### src/rtl/pnpf_pkg.sv
`timescale 1ns / 1ps
// ----------------------------------------------------------------------------
// pnpf_pkg
// Shared constants and types for the periodic neighbor pair finder.
// ----------------------------------------------------------------------------
package pnpf_pkg;
  localparam int MAX_ATOMS_DEF  = 64;
  localparam int COORD_BITS_DEF = 20;
  localparam int IDX_BITS       = 6;
  localparam int CNT_BITS       = 7;
  localparam int CFG_BITS       = 20;
  localparam int CFG_IDX_BITS   = 3;

  localparam logic [CFG_IDX_BITS-1:0] REG_BOX_X  = 3'd0;
  localparam logic [CFG_IDX_BITS-1:0] REG_BOX_Y  = 3'd1;
  localparam logic [CFG_IDX_BITS-1:0] REG_BOX_Z  = 3'd2;
  localparam logic [CFG_IDX_BITS-1:0] REG_CUTOFF = 3'd3;
  localparam logic [CFG_IDX_BITS-1:0] REG_COUNT  = 3'd4;

  localparam logic OP_WRITE = 1'b0;
  localparam logic OP_QUERY = 1'b1;

  localparam logic [1:0] SHIFT_POS  = 2'b01;
  localparam logic [1:0] SHIFT_NEG  = 2'b11;
  localparam logic [1:0] SHIFT_NONE = 2'b00;

  // Per-candidate tag that travels down the cell chain.
  typedef struct packed {
    logic                valid;
    logic                fin;
    logic [IDX_BITS-1:0] idx;
  } tag_t;
endpackage

### src/rtl/pnpf_axis_cell.sv
`timescale 1ns / 1ps
// ----------------------------------------------------------------------------
// pnpf_axis_cell
// One chain cell: wraps one axis difference, squares it and adds it to the
// running sum passed from the previous cell.
// ----------------------------------------------------------------------------
module pnpf_axis_cell #(
  parameter int COORD_BITS = pnpf_pkg::COORD_BITS_DEF
) (
  input  logic                    clk,
  input  logic                    rst,
  input  pnpf_pkg::tag_t          tag_in,
  input  logic [COORD_BITS-1:0]   pi,
  input  logic [COORD_BITS-1:0]   pj,
  input  logic [COORD_BITS-1:0]   len,
  input  logic [COORD_BITS-1:0]   cutoff,
  input  logic                    ok_in,
  input  logic [2*COORD_BITS+1:0] acc_in,
  input  logic [5:0]              sh_in,
  output pnpf_pkg::tag_t          tag_out,
  output logic                    ok_out,
  output logic [2*COORD_BITS+1:0] acc_out,
  output logic [5:0]              sh_out
);
  import pnpf_pkg::*;

  localparam int DW = COORD_BITS + 2;
  localparam int AW = 2 * COORD_BITS + 2;

  logic signed [DW-1:0] d, l, w;
  logic [COORD_BITS:0]  m;
  logic [1:0]           sh;
  logic [AW-1:0]        sq;

  always_comb begin
    d = $signed({2'b00, pi}) - $signed({2'b00, pj});
    l = $signed({2'b00, len});
    if ((d <<< 1) > l) begin
      sh = SHIFT_POS;
      w  = d - l;
    end else if ((d <<< 1) < -l) begin
      sh = SHIFT_NEG;
      w  = d + l;
    end else begin
      sh = SHIFT_NONE;
      w  = d;
    end
    m  = w[DW-1] ? (~w[COORD_BITS:0] + 1'b1) : w[COORD_BITS:0];
    sq = AW'(m) * AW'(m);
  end

  // Abs of the wrapped difference stays under the cutoff, so it is below 2^20
  // whenever the pair is still live; the sum compare is done at the end.
  always_ff @(posedge clk) begin
    if (rst) begin
      tag_out <= '0;
    end else begin
      tag_out <= tag_in;
    end
    ok_out  <= ok_in && (m < {1'b0, cutoff});
    acc_out <= acc_in + sq;
    sh_out  <= {sh_in[3:0], sh};
  end
endmodule

### config.mk
export PLATFORM = sky130hd
export DESIGN_NAME = pnpf_axis_cell
export DESIGN_NICKNAME = d
export VERILOG_FILES = /design/src/rtl/pnpf_pkg.sv /design/src/rtl/pnpf_axis_cell.sv
export SDC_FILE = /design/constraint.sdc
export NUM_CORES = 1
export LEC_CHECK = 0
export BUFFER_PORTS_ARGS = -buffer_cell sky130_fd_sc_hd__buf_2
export CORE_ASPECT_RATIO = 1.4
export CORE_UTILIZATION = 35
export DETAILED_ROUTE_END_ITERATION = 6
export MAX_ROUTING_LAYER = met4
export PLACE_DENSITY = 0.52
export SYNTH_ARGS = -nofsm -noshare
export SYNTH_HDL_FRONTEND = slang
export SYNTH_SLANG_ARGS = --single-unit
### constraint.sdc
create_clock -name clk -period 17.27 [get_ports clk]
set_input_delay 3.454 -clock clk [delete_from_list [all_inputs] [get_ports clk]]
set_output_delay 3.454 -clock clk [all_outputs]
set_load 0.01 [all_outputs]
* After elaboration in Yosys (flattened, before gate mapping)
Cells that the tools add are included.
** Word-level totals
- Register bits :: 57
- Latch bits :: 0
- Bits in writable memories :: 0
- ROM bits :: 0
- Bits of input ports :: 139
- Output and inout bits :: 57
- Word-level logic and storage cells :: 23
- Memories :: 0
** Cells by class
- Add/subtract/negate cells :: 6
- Multiply operators :: 1
- Div/mod/pow operators :: 0
- Order comparisons :: 3
- Eq/ne operators :: 0
- Shift-type cells :: 0
- Mux-type cells :: 4
- Bitwise gates (word level) :: 1
- Reduce and logical (&&, ||, !) cells :: 1
** Operator list (number)
- 22-bit two-way mux :: 2
- 42-bit adder :: 1
- 21-bit by 21-bit multiplier with 42-bit output :: 1
- 21-bit by 21-bit adder with 22-bit output :: 1
- 22-bit by 21-bit > comparator with 1-bit output :: 1
- 22-bit less-than comparator :: 1
- 20-bit negation with 22-bit output :: 1
- 21-bit by 21-bit subtractor with 22-bit output :: 1
- 21-bit by 1-bit adder with 21-bit output (second input constant) :: 1
- 21-bit by 20-bit less-than comparator with 1-bit output :: 1
- 21-bit two-way mux :: 1
- 21-bit inverter :: 1
- 20-bit by 20-bit subtractor with 21-bit output :: 1
- 2-bit two-way mux :: 1
- 1-bit logical AND :: 1

* Longest topological paths before layout
Gate-level depths: netlist of run 1.
- Depth after elaboration :: 9
- Gate-level depth with buffers :: 64

* Worst setup path before layout of run 1
OpenSTA, ideal clock, no wires.
- Kind :: input -> register
- Start :: input port pi[0]
- End :: register acc_out[40]
- Arrival time :: 15803 ps
- Data required time :: 17198 ps
- Slack :: 1394 ps
- Stages on the path :: 61
- Path buffers :: 4
- Cells stage by stage :: inv_1 > ha_1 > fa_1 > nand2b_1 > a21o_1 > a21oi_1 > a21oi_1 > o21ai_0 > a21oi_1 > o21ai_0 > xor2_1 > ha_1 > a21oi_1 > nor2b_1 > o21ai_0 > a21oi_1 > nor3_1 > o22ai_1 > [25 not listed] > fa_1 > inv_1 > ha_1 > a21o_1 > a21o_1 > a211o_1 > a21o_1 > a21o_1 > a21o_1 > a21oi_1 > o21ai_0 > o221ai_1 > a21oi_1 > a41o_1 > o211ai_1 > a21oi_1 > nor2_1 > xnor2_1
** On the way
- Cells in the longest elaborated chain, start to end :: 9
- Elaborated cells between the ends (all ways) :: 12
- Those cells by class :: add/sub (5); mul (1); order compare (2); mux (3); bitwise (1)
** RTL lines
- start: declaration :: RTL line pnpf_axis_cell.sv:13 : input logic [COORD_BITS-1:0] pi,
- 20-bit by 20-bit subtractor with 21-bit output (*) :: RTL line pnpf_axis_cell.sv:36 : d = $signed({2'b00, pi}) - $signed({2'b00, pj});
- 21-bit by 21-bit adder with 22-bit output or 22-bit less-than comparator (tied branches) :: RTL line pnpf_axis_cell.sv:43, pnpf_axis_cell.sv:41
- 22-bit two-way mux :: RTL line pnpf_axis_cell.sv:41 : end else if ((d <<< 1) < -l) begin
- 22-bit two-way mux (*) :: RTL line pnpf_axis_cell.sv:38 : if ((d <<< 1) > l) begin
- 21-bit inverter :: RTL line pnpf_axis_cell.sv:48 : m = w[DW-1] ? (~w[COORD_BITS:0] + 1'b1) : w[COORD_BITS:0];
- 21-bit by 1-bit adder with 21-bit output :: RTL line pnpf_axis_cell.sv:48
- 21-bit two-way mux (*) :: RTL line pnpf_axis_cell.sv:48
- 21-bit by 21-bit multiplier with 42-bit output (*) :: RTL line pnpf_axis_cell.sv:49 : sq = AW'(m) * AW'(m);
- 42-bit adder (*) :: RTL line pnpf_axis_cell.sv:61 : acc_out <= acc_in + sq;
- end signal: assignment :: RTL line pnpf_axis_cell.sv:61
- end: declaration :: RTL line pnpf_axis_cell.sv:22 : output logic [2*COORD_BITS+1:0] acc_out,
Mark *: on every way between the ends. The rest lies on a longest branch, timed or not.
A chain may end at the register's enable or synchronous reset.

* Worst setup path in the final report of run 1
- Start :: input port pj[2]
- End :: register acc_out[40]
** On the way
- Cells in the longest elaborated chain, start to end :: 9
- Elaborated cells between the ends (all ways) :: 12
- Those cells by class :: add/sub (5); mul (1); order compare (2); mux (3); bitwise (1)
** RTL lines
- start: declaration :: RTL line pnpf_axis_cell.sv:14 : input logic [COORD_BITS-1:0] pj,
- 20-bit by 20-bit subtractor with 21-bit output (*) :: RTL line pnpf_axis_cell.sv:36
- 21-bit by 21-bit adder with 22-bit output or 22-bit less-than comparator (tied branches) :: RTL line pnpf_axis_cell.sv:43, pnpf_axis_cell.sv:41
- 22-bit two-way mux :: RTL line pnpf_axis_cell.sv:41
- 22-bit two-way mux (*) :: RTL line pnpf_axis_cell.sv:38
- 21-bit inverter :: RTL line pnpf_axis_cell.sv:48
- 21-bit by 1-bit adder with 21-bit output :: RTL line pnpf_axis_cell.sv:48
- 21-bit two-way mux (*) :: RTL line pnpf_axis_cell.sv:48
- 21-bit by 21-bit multiplier with 42-bit output (*) :: RTL line pnpf_axis_cell.sv:49
- 42-bit adder (*) :: RTL line pnpf_axis_cell.sv:61
Marks and branches as above.

==> reports/qor.csv, run 1 <==
metric,value,unit
critPathArrivalTime,16.66,ns
rows,103,
top_usage_layer,met2,
end_kind,flop,
syn-mean-instance-area,8.593,um^2
slew_headroom,24.01,%
portBuffers,193,
grt.total_usage,21.05,%
firstDrtPassIters,5,
synth_edf_count,0,
layout-drive-gt1-share,14.43,%
nets,3337,
die_h,284.9,um
wl,57580,um
wire_per_inst,17.34,um
io_pins,196,
max-clock-path-buffers,2,
slowest_stage,o31ai_1,
synthTopCellsByArea,"fa_1 (35%), ha_1 (17%), inv_1 (11%)",
synth_seq_cells,57,
fmax,61.18,MHz
synth_ff_type,dfxtp_1,
syn2layout_area_growth,13.84,%
start_util,35.44,%
pre_cts_ws,0.07484,ns
yosysUniqueCellTypes,87,
vias_per_cell,4.928,
hpwlAfterDp,50470,um
synth_warnings,0,
numCtsBuffers,9,
grt_max_degree,24,
use_met2,37.64,%
cp_slowest_stage_delay,0.92,ns
syn_inst,2328,
synthesis.nets,3085,
setup_viol,0,
ant_nets,0,
status,"complete, no violations",
tns,0,ns
cp_max_fo,11,
yosys.area.top_type,fa_1,
routabilityCongestion,0.8940,
tightest_slew,1.130,ns
synth_top_area_share,35.33,%
path_common_cell,fa_1,
critical_path_required,17.59,ns
diodes,0,
hp-class,in -> reg,
initialDrtViolationCount,625,
fin_crit_sh,94.65,%
maxCapViolCount,0,
setup_ws,0.9246,ns
clk_pin_slew,0.07,ns
grt_antenna_before_repair,0,
holdBufCountCts,0,
dieArea,0.05813,mm^2
cts_tree,built,
whs,3.182,ns
syn_area,0.02000,mm^2
period_needed,16.35,ns
cp-start-kind,input pin,
clock-sinks,57,
coreArea,0.05645,mm^2
die_x,204.1,um
cts_max_level,3,
criticalPathCategory,in -> reg,
grt_remaining_overflow,0,
drc_errors,0,
async_flop_share,0,%
grt_pass1_wl,91740,um
rsz0062_at_grt,false,
vias,16360,
grtUsageMet3,1.760,%
slew_violations,0,
finalHoldViolations,0,
root_buffer,clkbuf_16,
grt_pass1_vias,17510,
use_met1,24.70,%
ys_seq_area_share,5.704,%
==> cells by family (layout without fill, tap and decap cells) <==
family	after synthesis	after routing	share of synthesized area, %
flip-flops	57	57	5.704
buffers and inverters	634	891	12.06
AND/OR/NAND/NOR	568	568	13.47
AO/OA/AOI/OAI	343	343	11.93
multiplexers	7	7	0.3628
XOR/XNOR	101	101	4.572
adder cells (fa/ha/maj)	618	618	51.90
==> cells in the mapped netlist (27+ instances only) <==
cell type,n
clkbuf_1,40
a21oi_1,90
nor2b_1,28
a21o_1,39
nor2_1,192
xnor2_1,72
nand3_1,27
ha_1,265
dfxtp_1,57
fa_1,353
nor3_1,35
o21ai_0,48
nand2_1,167
inv_1,563
==> state kept, by name, summed over array words and instances, names as in the netlist <==
signal	count
ok_out	1
tag_out	8
acc_out	42
sh_out	6
==> placed cells by master (no fill, tap or decap), types with 8 or more instances in the layout <==
master     synthesis  routed
clkbuf_16          0       9
a21oi_1           90      90
nor2b_1           28      28
nand2_1          167     167
a211oi_1           9       8
buf_4              1     101
nand4_1            8       8
inv_1            563     563
xor2_1            25      25
nand3_1           27      27
ha_1             265     265
nor2_1           192     191
a21o_1            39      39
o21a_1            22      22
nor3_1            35      35
xnor2_1           72      68
fa_1             353     353
o21ai_0           48      48
inv_2             14      14
nand2b_1          26      26
o21bai_1          12      12
and2_1            18      18
o211ai_1          17      17
dfxtp_1           57      57
buf_2             11     193
or3_1             14      14
o31ai_1           15      15
==> stage by stage <==
stage / cells / utilization [%] / instance area (um^2)
after global placement: 3303 / 39.78 / 22460
after floorplan: 2328 / - / 20000
after CTS: 3319 / 40.26 / 22730
final: 3320 / 40.34 / 22770
after global routing: 3320 / 40.34 / 22770
after detailed placement: 3303 / 39.78 / 22460
==> worst max-delay path: cells and delay by family <==
kind                       cells  cell delay (ns)
adders and majority gates     10             4.36
buffers and inverters         10             1.21
xor gates and xnor gates       3             0.56
and+or+nand+nor                6             1.15
AOI/OAI and AO/OA             23             5.90
==> routing by layer <==
| layer | part of all wire (%) | wire [um] |
|---|---|---|
| met1 | 42 | 24280 |
| met2 | 52 | 29960 |
| met3 | 3.3 | 1898 |
| met4 | 2.5 | 1436 |
| met5 | 0 | 0 |
==> final cells by class <==
cell class / instances / area (um^2)
sequential: 57 / 1141
multi-input combinational: 1637 / 16500
clock inverter: 7 / 46.29
inverter: 579 / 2173
clock buffer: 9 / 225.2
timing repair buffer: 296 / 1764
fill: 5847 / 33670
tap: 735 / 919.6
==> repair_timing <==
action                     CTS  global route
setup buffers                0             1
setup endpoints to repair    0             6
gates resized for setup      0             7
==> worst paths after layout <==
check	from	endpoint	slack, ns	cells past startpoint
setup / recovery	pj[2]	acc_out[40]	0.92	52
hold / removal	sh_in[2]	sh_out[4]	3.18	1
Power of run 1 is left out: the tool's default activity adds up to more than one toggle a clock period on the data nets, which glitch-free logic cannot reach.
==> run 2, diff against run 1 <==
==> constraint.sdc (replaced) <==
create_clock -name clk -period 15.77 [get_ports clk]
set_input_delay 3.154 -clock clk [delete_from_list [all_inputs] [get_ports clk]]
set_output_delay 3.154 -clock clk [all_outputs]
set_load 0.01 [all_outputs]
==> reports/qor.csv, run 2 (synthesis results as in run 1) <==
metric,value,unit,change
status,"complete, no violations",,unchanged
hp-start,sh_in[3],,was sh_in[2]
vias,17400,,was 16360
ant_nets,0,,unchanged
wire_per_inst,16.38,um,was 17.34 um
fin_util,44.83,%,was 40.34%
diodes,0,,unchanged
largest_reg_flops,42,,unchanged
holdBufCountCts,0,,unchanged
start_util,35.44,%,unchanged
layout_commonest_cell,inv_1,,unchanged
cp-start-kind,input pin,,unchanged
root_buffer,clkbuf_16,,unchanged
drc_errors,0,,unchanged
fin_area,0.02531,mm^2,was 0.02277 mm^2
slew_violations,0,,unchanged
hpwlAfterDp,52240,um,was 50470 um
cts_tree,built,,unchanged
cp_max_fo,9,,was 11
clock-sinks,57,,unchanged
io_pins,196,,unchanged
die_h,284.9,um,unchanged
cts_max_level,3,,unchanged
end_kind,flop,,unchanged
max-clock-path-buffers,2,,unchanged
dpl_cell_area,0.02448,mm^2,was 0.02246 mm^2
rows,103,,unchanged
fin_crit_sh,96.29,%,
clk_pin_slew,0.07,ns,about the same
numCtsBuffers,9,,unchanged
rsz0062_at_grt,true,,was false
path_common_cell,buf_4,,was fa_1
maxCapViolCount,0,,unchanged
crit_path_end,acc_out[40],,unchanged
setup_viol,0,,unchanged
critical_path_required,16.08,ns,was 17.59 ns
grt_pass1_vias,18940,,was 17510
cp_top_family,adder cells,,was compound AO/OA/AOI/OAI gates
layout-drive-gt1-share,24.88,%,was 14.43%
period_needed,15.18,ns,
finalHoldViolations,0,,unchanged
criticalPathCategory,in -> reg,,unchanged
cp_slowest_stage_delay,0.54,ns,was 0.92 ns
grt_antenna_before_repair,0,,unchanged
syn2layout_area_growth,26.50,%,was 13.84%
slowest_stage,fa_1,,was o31ai_1
die_x,204.1,um,unchanged
wl,59060,um,was 57580 um
fmax,65.86,MHz,
grt_max_degree,24,,unchanged
portBuffers,193,,unchanged
grt_remaining_overflow,0,,unchanged
top_regs,"acc_out x42, tag_out x8, sh_out x6",,unchanged
hp-class,in -> reg,,unchanged
critPathArrivalTime,15.49,ns,was 16.66 ns
grt.total_usage,21.81,%,was 21.05%
initialDrtViolationCount,714,,was 625
dieArea,0.05813,mm^2,unchanged
vias_per_cell,4.828,,was 4.928
routabilityCongestion,0.8936,,was 0.8940
regMostFlops,acc_out,,unchanged
grt_pass1_wl,95680,um,was 91740 um
tightest_slew,0.6541,ns,was 1.130 ns
most-common-layout-cells,"inv_1 (561), buf_4 (384), fa_1 (351)",,"was inv_1 (563), fa_1 (353), ha_1 (265)"
firstDrtPassIters,5,,unchanged
nets,3622,,was 3337
cp_num_cells,59,,was 52
slew_headroom,55.70,%,was 24.01%
startpoint,pi[0],,was pj[2]
path_buf_inv,16,,was 10
coreArea,0.05645,mm^2,unchanged
run 2: cell types whose count changed in the layout (fill, tap and decap cells not counted), moves of 3 or more:
cell     delta
nor2_2      +6
a21oi_1    -11
o21ai_0     -9
o21ai_2     +3
nor3_1      -3
buf_4     +283
o21ai_1     +5
nor2_4      +5
nor2_1     -11
a21oi_2    +10
run 2: worst min path at each step:
stage                end  slack [ns]  cells after the start
2_1_floorplan  sh_out[2]        3.18                      0
3_3_place_gp   sh_out[2]        3.26                      1
3_5_place_dp   sh_out[5]        3.26                      1
4_1_cts        sh_out[5]        2.86                      1
5_1_grt        sh_out[5]        2.87                      1
6_report       sh_out[5]        2.89                      1
run 2: through the flow:
stage	instances	setup TNS, ns	hold WS [ns]	worst slack (ns)
final	3605	0	2.887	0.5853
after global routing	3605	-0.01258	2.865	-0.01258
after CTS	3595	-0.01894	2.860	-0.01894
after detailed placement	3574	-5.320	3.260	-0.8526
after global placement	3574	-3.224	3.259	-0.6030
after floorplan	2328	0	3.182	0.1945
run 2: routing by layer:
layer  GRT usage [%]  vias up  wire [um]
met5               -        -          0
met1           25.21     8529      24310
met4           7.836        0       1959
met3           1.920       85       2017
met2           39.00      373      30770
li1                -     8417          -
run 2: layout make-up:
cell class                      count  area (um^2)
Timing Repair Buffer              581         3920
Sequential cell                    57         1141
Tap cell                          735        919.6
Clock inverter                      7        71.32
Fill cell                        5670        31140
Clock buffer                        9        225.2
Inverter                          579         2177
Multi-Input combinational cell   1637        16850
run 2: timing repair:
action                                  4_1_cts  5_1_grt
resized for setup                            12       80
buffers inserted                              5       10
pin swaps                                     5       39
endpoints found under the setup margin        7       16
Power of run 2 is left out for the same reason.
